$ cat src/rtl/msp_pkg.sv
package msp_pkg;

	localparam int TOTAL_W = 11;

	localparam logic [7:0] SX_START   = 8'hF0;
	localparam logic [7:0] SX_STOP    = 8'hF7;
	localparam logic [7:0] STATUS_MIN = 8'h80;
	localparam logic [7:0] PROG_MIN   = 8'hC0;
	localparam logic [7:0] PITCH_MIN  = 8'hE0;

	localparam logic KIND_SHORT = 1'b0;
	localparam logic KIND_SYSEX = 1'b1;

	// message length of the system status bytes 0xF0..0xFF, by low nibble
	localparam logic [1:0] SYS_LEN [16] = '{
		2'd0, 2'd2, 2'd3, 2'd2, 2'd0, 2'd0, 2'd1, 2'd0,
		2'd1, 2'd0, 2'd1, 2'd1, 2'd1, 2'd0, 2'd1, 2'd0
	};

	typedef struct packed {
		logic               kind;
		logic [7:0]         first_byte;
		logic [7:0]         data_one;
		logic [7:0]         data_two;
		logic [1:0]         message_length;
		logic               sysex_end;
		logic [TOTAL_W-1:0] sysex_total;
	} result_t;

	// results of one item, in delivery order; count is 0, 1 or 2
	typedef struct packed {
		logic [1:0] count;
		result_t    r0;
		result_t    r1;
	} result_pair_t;

	function automatic logic [1:0] length_of(input logic [7:0] s);
		logic [1:0] len;
		begin
			if (s < STATUS_MIN)
				len = 2'd0;
			else if (s < PROG_MIN)
				len = 2'd3;
			else if (s < PITCH_MIN)
				len = 2'd2;
			else if (s < SX_START)
				len = 2'd3;
			else
				len = SYS_LEN[s[3:0]];
			return len;
		end
	endfunction

endpackage

$ cat src/rtl/midi_stream_parser_unit.sv
// MIDI stream parser. Takes one raw MIDI byte per item on the slave side and
// frames it into messages on the master side. A status byte (bit 7 set) sets
// the running status and the message length (3 for note/controller/pitch
// bend, 2 for program change and channel pressure, per-code length for
// system messages). Each complete short message is one result item; data
// bytes after it reuse the running status, so a one-byte system message is
// repeated on each following data byte. System exclusive is passed through
// byte by byte: 0xF0 first, then data bytes until SYSEX_CAPACITY-1 bytes are
// kept (later ones are dropped), and any status byte closes it with a 0xF7
// item carrying tlast and the total length before being handled itself.
// Rate: one byte accepted per clock while the result queue has room. A byte gives
// zero, one or two result items; a byte that closes a sysex and also opens a new
// sysex or completes a one-byte message gives two, sent one after the other. A
// byte passes through the input register, then the two-entry result queue. The
// input register stalls only while the result queue lacks room for the byte's results.
module midi_stream_parser_unit #(
	parameter int SYSEX_CAPACITY = 1024
) (
	input  logic        clk,
	input  logic        arst_n,
	input  logic        s_tvalid,
	output logic        s_tready,
	input  logic [7:0]  s_tdata,   // [7:0] midi_byte
	output logic        m_tvalid,
	input  logic        m_tready,
	output logic [39:0] m_tdata,   // [7:0] first_byte, [15:8] data_one,
	                               // [23:16] data_two, [25:24] message_length,
	                               // [36:26] sysex_total, [39:37] zero
	output logic        m_tlast,   // sysex_end
	output logic        m_tuser    // result_kind
);

	logic                  valid_s1;
	logic [7:0]            byte_s1;
	logic                  fire;
	logic [1:0]            free_slots;
	msp_pkg::result_pair_t pair;

	// the byte in the input register is processed once the queue can take
	// all of its results
	assign fire     = valid_s1 && (pair.count <= free_slots);
	assign s_tready = !valid_s1 || fire;

	always_ff @(posedge clk or negedge arst_n) begin
		if (!arst_n)
			valid_s1 <= 1'b0;
		else if (s_tready)
			valid_s1 <= s_tvalid;
	end

	always_ff @(posedge clk) begin
		if (s_tvalid && s_tready)
			byte_s1 <= s_tdata;
	end

	msp_frame #(
		.SYSEX_CAPACITY(SYSEX_CAPACITY)
	) u_frame (
		.clk      (clk),
		.arst_n   (arst_n),
		.midi_byte(byte_s1),
		.fire     (fire),
		.pair     (pair)
	);

	msp_outq u_outq (
		.clk       (clk),
		.arst_n    (arst_n),
		.push      (pair),
		.fire      (fire),
		.free_slots(free_slots),
		.m_tvalid  (m_tvalid),
		.m_tready  (m_tready),
		.m_tdata   (m_tdata),
		.m_tlast   (m_tlast),
		.m_tuser   (m_tuser)
	);

endmodule

$ cat src/rtl/msp_frame.sv
// Running-status framer: state registers plus the single-pass update for one byte.
module msp_frame #(
	parameter int SYSEX_CAPACITY = 1024,
	localparam int CNT_W = $clog2(SYSEX_CAPACITY + 1)
) (
	input  logic                 clk,
	input  logic                 arst_n,
	input  logic [7:0]           midi_byte,
	input  logic                 fire,
	output msp_pkg::result_pair_t pair
);

	logic [7:0]       rs_q, rs_d;
	logic [1:0]       len_q, len_d;
	logic [1:0]       pos_q, pos_d;
	logic [1:0]       pos_c;
	logic [7:0]       mb_q [3];
	logic [7:0]       mb_d [3];
	logic [CNT_W-1:0] cnt_q, cnt_d;
	logic             is_st;
	msp_pkg::result_t sx_res, msg_res;

	assign is_st = midi_byte[7];

	always_comb begin
		rs_d  = rs_q;
		len_d = len_q;
		pos_d = pos_q;
		pos_c = 2'd0;
		mb_d  = mb_q;
		cnt_d = cnt_q;
		pair  = '0;
		sx_res  = '0;
		msg_res = '0;
		if (rs_q == msp_pkg::SX_START && !is_st) begin
			// sysex data: pass through until the buffer limit, then drop
			if (cnt_q < CNT_W'(SYSEX_CAPACITY - 1)) begin
				pair.r0.kind       = msp_pkg::KIND_SYSEX;
				pair.r0.first_byte = midi_byte;
				pair.count         = 2'd1;
				cnt_d              = cnt_q + 1'b1;
			end
		end else begin
			if (rs_q == msp_pkg::SX_START) begin
				// any status closes the sysex
				cnt_d                = cnt_q + 1'b1;
				pair.r0.kind         = msp_pkg::KIND_SYSEX;
				pair.r0.first_byte   = msp_pkg::SX_STOP;
				pair.r0.sysex_end    = 1'b1;
				pair.r0.sysex_total  = msp_pkg::TOTAL_W'(cnt_d);
				pair.count           = 2'd1;
			end
			if (is_st) begin
				rs_d  = midi_byte;
				pos_d = 2'd0;
				len_d = msp_pkg::length_of(midi_byte);
				if (midi_byte == msp_pkg::SX_START) begin
					sx_res.kind       = msp_pkg::KIND_SYSEX;
					sx_res.first_byte = msp_pkg::SX_START;
					if (pair.count == 2'd0)
						pair.r0 = sx_res;
					else
						pair.r1 = sx_res;
					pair.count = pair.count + 2'd1;
					cnt_d      = CNT_W'(1);
				end
			end
			if (len_d != 2'd0) begin
				pos_c        = (pos_d > 2'd2) ? 2'd2 : pos_d;
				mb_d[pos_c]  = midi_byte;
				pos_d        = pos_c + 2'd1;
				if (pos_d >= len_d) begin
					msg_res.kind           = msp_pkg::KIND_SHORT;
					msg_res.first_byte     = mb_d[0];
					msg_res.data_one       = (len_d >= 2'd2) ? mb_d[1] : 8'd0;
					msg_res.data_two       = (len_d >= 2'd3) ? mb_d[2] : 8'd0;
					msg_res.message_length = len_d;
					if (pair.count == 2'd0)
						pair.r0 = msg_res;
					else
						pair.r1 = msg_res;
					pair.count = pair.count + 2'd1;
					// running status: status byte stays, next data starts at slot 1
					pos_d = 2'd1;
				end
			end
		end
	end

	always_ff @(posedge clk or negedge arst_n) begin
		if (!arst_n) begin
			rs_q  <= '0;
			len_q <= '0;
			pos_q <= '0;
			mb_q  <= '{default: '0};
			cnt_q <= '0;
		end else if (fire) begin
			rs_q  <= rs_d;
			len_q <= len_d;
			pos_q <= pos_d;
			mb_q  <= mb_d;
			cnt_q <= cnt_d;
		end
	end

	a_two_starts_with_end: assert property (@(posedge clk) disable iff (!arst_n)
		pair.count == 2'd2 |-> pair.r0.sysex_end)
		else $error("second result without a sysex close ahead of it");

	a_sysex_no_length: assert property (@(posedge clk) disable iff (!arst_n)
		rs_q == msp_pkg::SX_START |-> len_q == 2'd0)
		else $error("sysex running status with a message length");

	a_count_bound: assert property (@(posedge clk) disable iff (!arst_n)
		cnt_q <= CNT_W'(SYSEX_CAPACITY))
		else $error("sysex count beyond capacity");

endmodule

$ cat src/rtl/msp_outq.sv
// Two-entry result queue; slot 0 drives the master side.
module msp_outq (
	input  logic                  clk,
	input  logic                  arst_n,
	input  msp_pkg::result_pair_t push,
	input  logic                  fire,
	output logic [1:0]            free_slots,
	output logic                  m_tvalid,
	input  logic                  m_tready,
	output logic [39:0]           m_tdata,
	output logic                  m_tlast,
	output logic                  m_tuser
);

	logic [1:0]       occ_q, occ_a, occ_d, push_n;
	logic             pop;
	msp_pkg::result_t slot0_q, slot1_q, slot0_d, slot1_d, s0a;

	assign m_tvalid   = (occ_q != 2'd0);
	assign pop        = m_tvalid && m_tready;
	assign occ_a      = occ_q - {1'b0, pop};
	assign s0a        = pop ? slot1_q : slot0_q;
	assign free_slots = 2'd2 - occ_a;
	assign push_n     = fire ? push.count : 2'd0;
	assign occ_d      = occ_a + push_n;

	always_comb begin
		slot0_d = s0a;
		slot1_d = slot1_q;
		case (occ_a)
			2'd0: begin
				slot0_d = push.r0;
				slot1_d = push.r1;
			end
			2'd1: begin
				slot1_d = push.r0;
			end
			default: begin
			end
		endcase
	end

	always_ff @(posedge clk or negedge arst_n) begin
		if (!arst_n)
			occ_q <= '0;
		else
			occ_q <= occ_d;
	end

	always_ff @(posedge clk) begin
		slot0_q <= slot0_d;
		slot1_q <= slot1_d;
	end

	assign m_tdata = {3'b000, slot0_q.sysex_total, slot0_q.message_length,
		slot0_q.data_two, slot0_q.data_one, slot0_q.first_byte};
	assign m_tlast = slot0_q.sysex_end;
	assign m_tuser = slot0_q.kind;

	a_occ_bound: assert property (@(posedge clk) disable iff (!arst_n)
		occ_q <= 2'd2)
		else $error("result queue over capacity");

	a_no_overflow: assert property (@(posedge clk) disable iff (!arst_n)
		fire |-> (occ_a + push.count) <= 2'd2)
		else $error("results pushed without room");

	a_hold_while_stalled: assert property (@(posedge clk) disable iff (!arst_n)
		m_tvalid && !m_tready |=> m_tvalid && $stable(m_tdata) && $stable(m_tlast)
			&& $stable(m_tuser))
		else $error("result item changed while waiting");

endmodule
$ cat config.mk
export PLATFORM = sky130hd
export DESIGN_NAME = midi_stream_parser_unit
export DESIGN_NICKNAME = d
export VERILOG_FILES = /design/src/rtl/msp_pkg.sv /design/src/rtl/midi_stream_parser_unit.sv /design/src/rtl/msp_frame.sv /design/src/rtl/msp_outq.sv
export SDC_FILE = /design/constraint.sdc
export NUM_CORES = 1
export LEC_CHECK = 0
export BUFFER_PORTS_ARGS = -buffer_cell sky130_fd_sc_hd__buf_2
export CORE_UTILIZATION = 45
export CTS_BUF_LIST = sky130_fd_sc_hd__clkbuf_4
export CTS_CLUSTER_DIAMETER = 80
export DETAILED_ROUTE_END_ITERATION = 10
export GPL_ROUTABILITY_DRIVEN = 0
export HOLD_SLACK_MARGIN = 0.02
export PLACE_DENSITY = 0.68
export SYNTH_ARGS = -nofsm -noshare
export SYNTH_HDL_FRONTEND = slang
export SYNTH_SLANG_ARGS = --single-unit
$ cat constraint.sdc
create_clock -name clk -period 3.81 [get_ports clk]
set_input_delay 0.381 -clock clk [delete_from_list [all_inputs] [get_ports clk]]
set_output_delay 0.381 -clock clk [all_outputs]
set_load 0.02 [all_outputs]
==> results summary <==
The number of filler instances in the final layout came out at 1,190. For this run, the post-layout net count is 664. The worst setup slack for register-to-register paths came out at 20 ps. The path class of the tightest hold or removal check is input port to flop.

The share of the cycle needed by the critical path after routing is 1.00. The terminus of the critical flop-to-flop path is u_frame.mb_q[0]. The count of placed standard cells including taps came out at 776. Synthesis inferred 136 register bits. The count of warnings emitted by yosys came out at 0.

The checks that failed: setup timing. Summed over all layers, the routed wires come to 14,400 microns. The synthesized-area fraction occupied by ao, oa, aoi and oai cells came out at 0.115. In this run the tightest slew margin relative to its limit is 0.521. Of the total synthesized cell area, the portion taken by full adders, half adders and majority gates is 0.0248. The starting utilization of the core area is 0.467. Max-cap violations in this run came to 0. The later pin in the worst-skew pair is clocked with a latency of 540 ps. The final setup slack of the worst path is -16.0 ps. The count of mapped cells out of synthesis is 548.

The placed wire-length estimate after detailed placement is 9630 microns. The number of remaining DRC errors is 0. The number of search-and-repair iterations in the first detailed-routing pass came out at 5. Of the post-synthesis cell area, the dominant cell type holds 0.394. The origin of the critical flop-to-flop path is byte_s1[7]. The vertical die dimension came out at 123 microns. The final setup violation count came out at 1. The most critical setup path has its startpoint at byte_s1[7].

The final hold violation count came to 0. The transition time at the pin with the least slew margin came out at 714 ps. Final hold analysis gives a worst-case slack of 65.6 ps.

0 antenna diodes ended up in the layout. The setup path with the least slack is of type flop to primary output. In this run the worst path has a maximum fanout of 6. By instance count, the leading cell after synthesis is edfxtp_1. After layout, the minimum clock period comes to 3830 ps. The path depth of the worst reg2reg path is 16. The routed wirelength normalized by instance count came out at 17.3 microns. The initial antenna violation count came out at 0. The overall routing resource usage is 0.204.

The via count of the first global-routing pass came out at 4,673. The I/O pin total came out at 56. The total number of clock tree sinks is 136. The tree is rooted in a clkbuf_4. The critical path crosses 13 cells after its start point. For this block, the initial DRC count from the detailed router was 335.

The maximum number of pins on one net before global-route repair came out at 40. Setup repair after global routing could not meet its margin everywhere. The multiplexer fraction of the synthesized cell area is 0.0864. Of all flip-flops after synthesis, the portion carrying an async set or reset was 0.368. The global route total overflow is 0. The deepest level of the CTS H-tree came out at 4. The detail route stage leaves a number of antenna-violating nets equal to 0. The primary flip-flop cell chosen by synthesis mapping is edfxtp_1. The wire length of the first global-routing pass came out at 23,100 microns. The main combinational cell family by area after synthesis is simple AND/OR/NAND/NOR gates. The share of the Yosys chip area taken by registers is 0.585. The number of buffers and inverters on the critical path is 2. After synthesis, the cell types taking the most area are edfxtp_1, dfrtp_1, mux2_2, nor2_1, o2bb2ai_1. The final setup skew is 18.7 ps. The average cell area after synthesis came out at 12.0 sq um. TritonCTS built the clock tree. Of the total synthesized cell area, the portion taken by AND, OR, NAND and NOR gates is 0.128. The dominant cell type by area after synthesis is edfxtp_1. The maximum VDD drop came out at 0.437 mV. The peak per-stage delay on the critical path came out at 530 ps. The signal on the critical path passes through and4_1 > o31a_1 > nor2_2 > inv_2 > ha_4 > a21o_4 > nand2_2 > nand3_2 > a21oi_2 > ha_1 > nor2b_2 > o211ai_1 > buf_4.

The worst setup slack after placement came out at 2.92 ps. On the critical path, the stage with the largest delay is an instance of edfxtp_1. Ranked by instance count, the synthesized netlist is headed by edfxtp_1, dfrtp_1, nor2_1. The number of flops mapped to enable cells by yosys came out at 86. The run finished, with violations left. The CTS buffer count came out at 17. Clock-pin slew was measured on the worst setup and hold paths at 110 ps. The number of placement rows came out at 43. The required time of the critical path came out at 3430 ps. The fraction of layout instances using a drive strength above 1 is 0.304. The mapped netlist covers 6560 sq um. The xor/xnor share of the synthesized area is 0.0160. The final cell count without fillers came out at 832. The total of buffers placed on input and output ports came out at 52.

The capture point of the worst path is s_tready. The startpoint type of the worst setup path is a flop. Detailed routing inserted a total of 4,725 vias.

No sink is reached through more buffers than the 2 on the longest clock path. The signal arrival time at the worst endpoint is 3440 ps. The die is 123 microns wide. The kind of cell with the highest combined delay on the critical path is compound AO/OA/AOI/OAI gates. The final core utilization came out at 0.548.

The highest clock frequency the design can meet is 261 MHz. The number of unique standard cell types used by synthesis came out at 65. The count of final max-slew check failures came to 0.

The static power due to leakage is 3.17 nW. The die covers 15,100 sq um. The endpoint type of the worst setup path is a primary output. The storage element area came out at 3830 sq um. The area growth from synthesis to layout is 17.3%. The area taken by multi-input logic gates came out at 2570 sq um. Using the TritonRoute via totals, the vias-per-cell ratio works out to 5.68. The core region is 14,000 sq um. The power density of the placed cells came out at 979 nW/um^2.
## metrics by stage
stage          power, mW  setup TNS (ps)  cell area (sq um)
5_1_grt             8.01           -1230               7690
2_1_floorplan       5.41               0               6570
3_3_place_gp        6.25               0               7100
3_5_place_dp        6.39               0               7100
4_1_cts             7.40               0               7540
6_report            7.53           -16.0               7690
## sequential cells by signal (all words and copies together) (netlist names), 2 cells and up
register        flops
u_frame.len_q       2
u_frame.mb_q       24
u_outq.occ_q        2
u_outq.slot1_q     39
u_frame.rs_q        8
u_frame.cnt_q      11
u_outq.m_tdata     37
byte_s1             8
u_frame.pos_q       2
## placed cells by master, fill, tap and decap left out, types with 5 or more instances in the layout
cell type / netlist / routed
xor2_1: 5 / 5
mux2_2: 25 / 25
ha_1: 13 / 11
clkbuf_4: 0 / 22
buf_2: 11 / 51
nor2_1: 50 / 46
nand2_2: 1 / 5
nand3_1: 19 / 17
inv_1: 23 / 23
o21ai_0: 23 / 22
a21oi_1: 23 / 21
o2bb2ai_1: 21 / 21
a22oi_1: 5 / 5
xnor2_1: 7 / 7
mux2_4: 7 / 7
mux2i_1: 18 / 18
dlygate4sd3_1: 0 / 9
edfxtp_1: 86 / 86
and3_1: 10 / 8
buf_4: 3 / 44
nand2_1: 36 / 32
nor3_1: 12 / 10
dfrtp_1: 50 / 50
## cell families (layout without fill, tap and decap cells)
group | after synthesis | count (layout)
adders and majority gates | 13 | 13
muxes | 50 | 50
buffers and inverters | 64 | 165
xor gates and xnor gates | 12 | 12
AOI/OAI and AO/OA | 107 | 108
and+or+nand+nor | 165 | 165
other | 1 | 3
DFF | 136 | 136
## area by class of cell
type / count / area share
inverters: 28 / 0.0137
clock buffers: 22 / 0.0215
multi-input cells: 351 / 0.334
flip-flops and latches: 136 / 0.498
clock inverters: 10 / 0.0135
repair buffers: 105 / 0.0893
well taps: 180 / 0.0293
## per-layer routing
metal / GRT usage / vias to the layer above / part of all wire
met2: 0.321 / 152 / 0.48
li1: - / 2199 / -
met1: 0.272 / 2350 / 0.45
met4: 0.0762 / 0 / 0.016
met5: 0 / - / 0
met3: 0.0483 / 24 / 0.053
## worst reg2reg max path, cell delays in order, from the launching register on
cell      delay [ps]
edfxtp_1         530
and4_1           300
o31a_1           150
nor2_2           140
inv_2             90
ha_4             260
a21o_4           230
nand2_2           70
nand3_2           80
a21oi_2          150
ha_1             250
nor2b_2          160
o21ai_1          220
and3_4           270
and2_4           150
nor2b_4          310
mux2_4           340
## report_power, final
part,internal (mW),switching [mW],leakage [nW]
combinational,1.47,2.27,1.55
sequential,2.58,0.280,1.47
clock,0.418,0.506,0.153
## how the worst min path moves through the flow
stage,slack (ps),start,end,cells after the start
after global routing,40,s_tvalid,valid_s1,2
after global placement,370,arst_n,u_frame.mb_q[7],1
after CTS,20,s_tvalid,valid_s1,2
after detailed placement,390,arst_n,u_frame.mb_q[0],1
after floorplan,90,arst_n,u_frame.cnt_q[0],0
final,70,s_tvalid,valid_s1,2
## timing repair
item                                    CTS  global route
cloned                                    0             1
resized for setup                         8            18
hold endpoints to repair                 29             0
endpoints found under the setup margin    8            33
setup buffers                             7             7
pin swaps                                 5            11
hold buffers                              9             0
(Power assumes the default switching activity.)
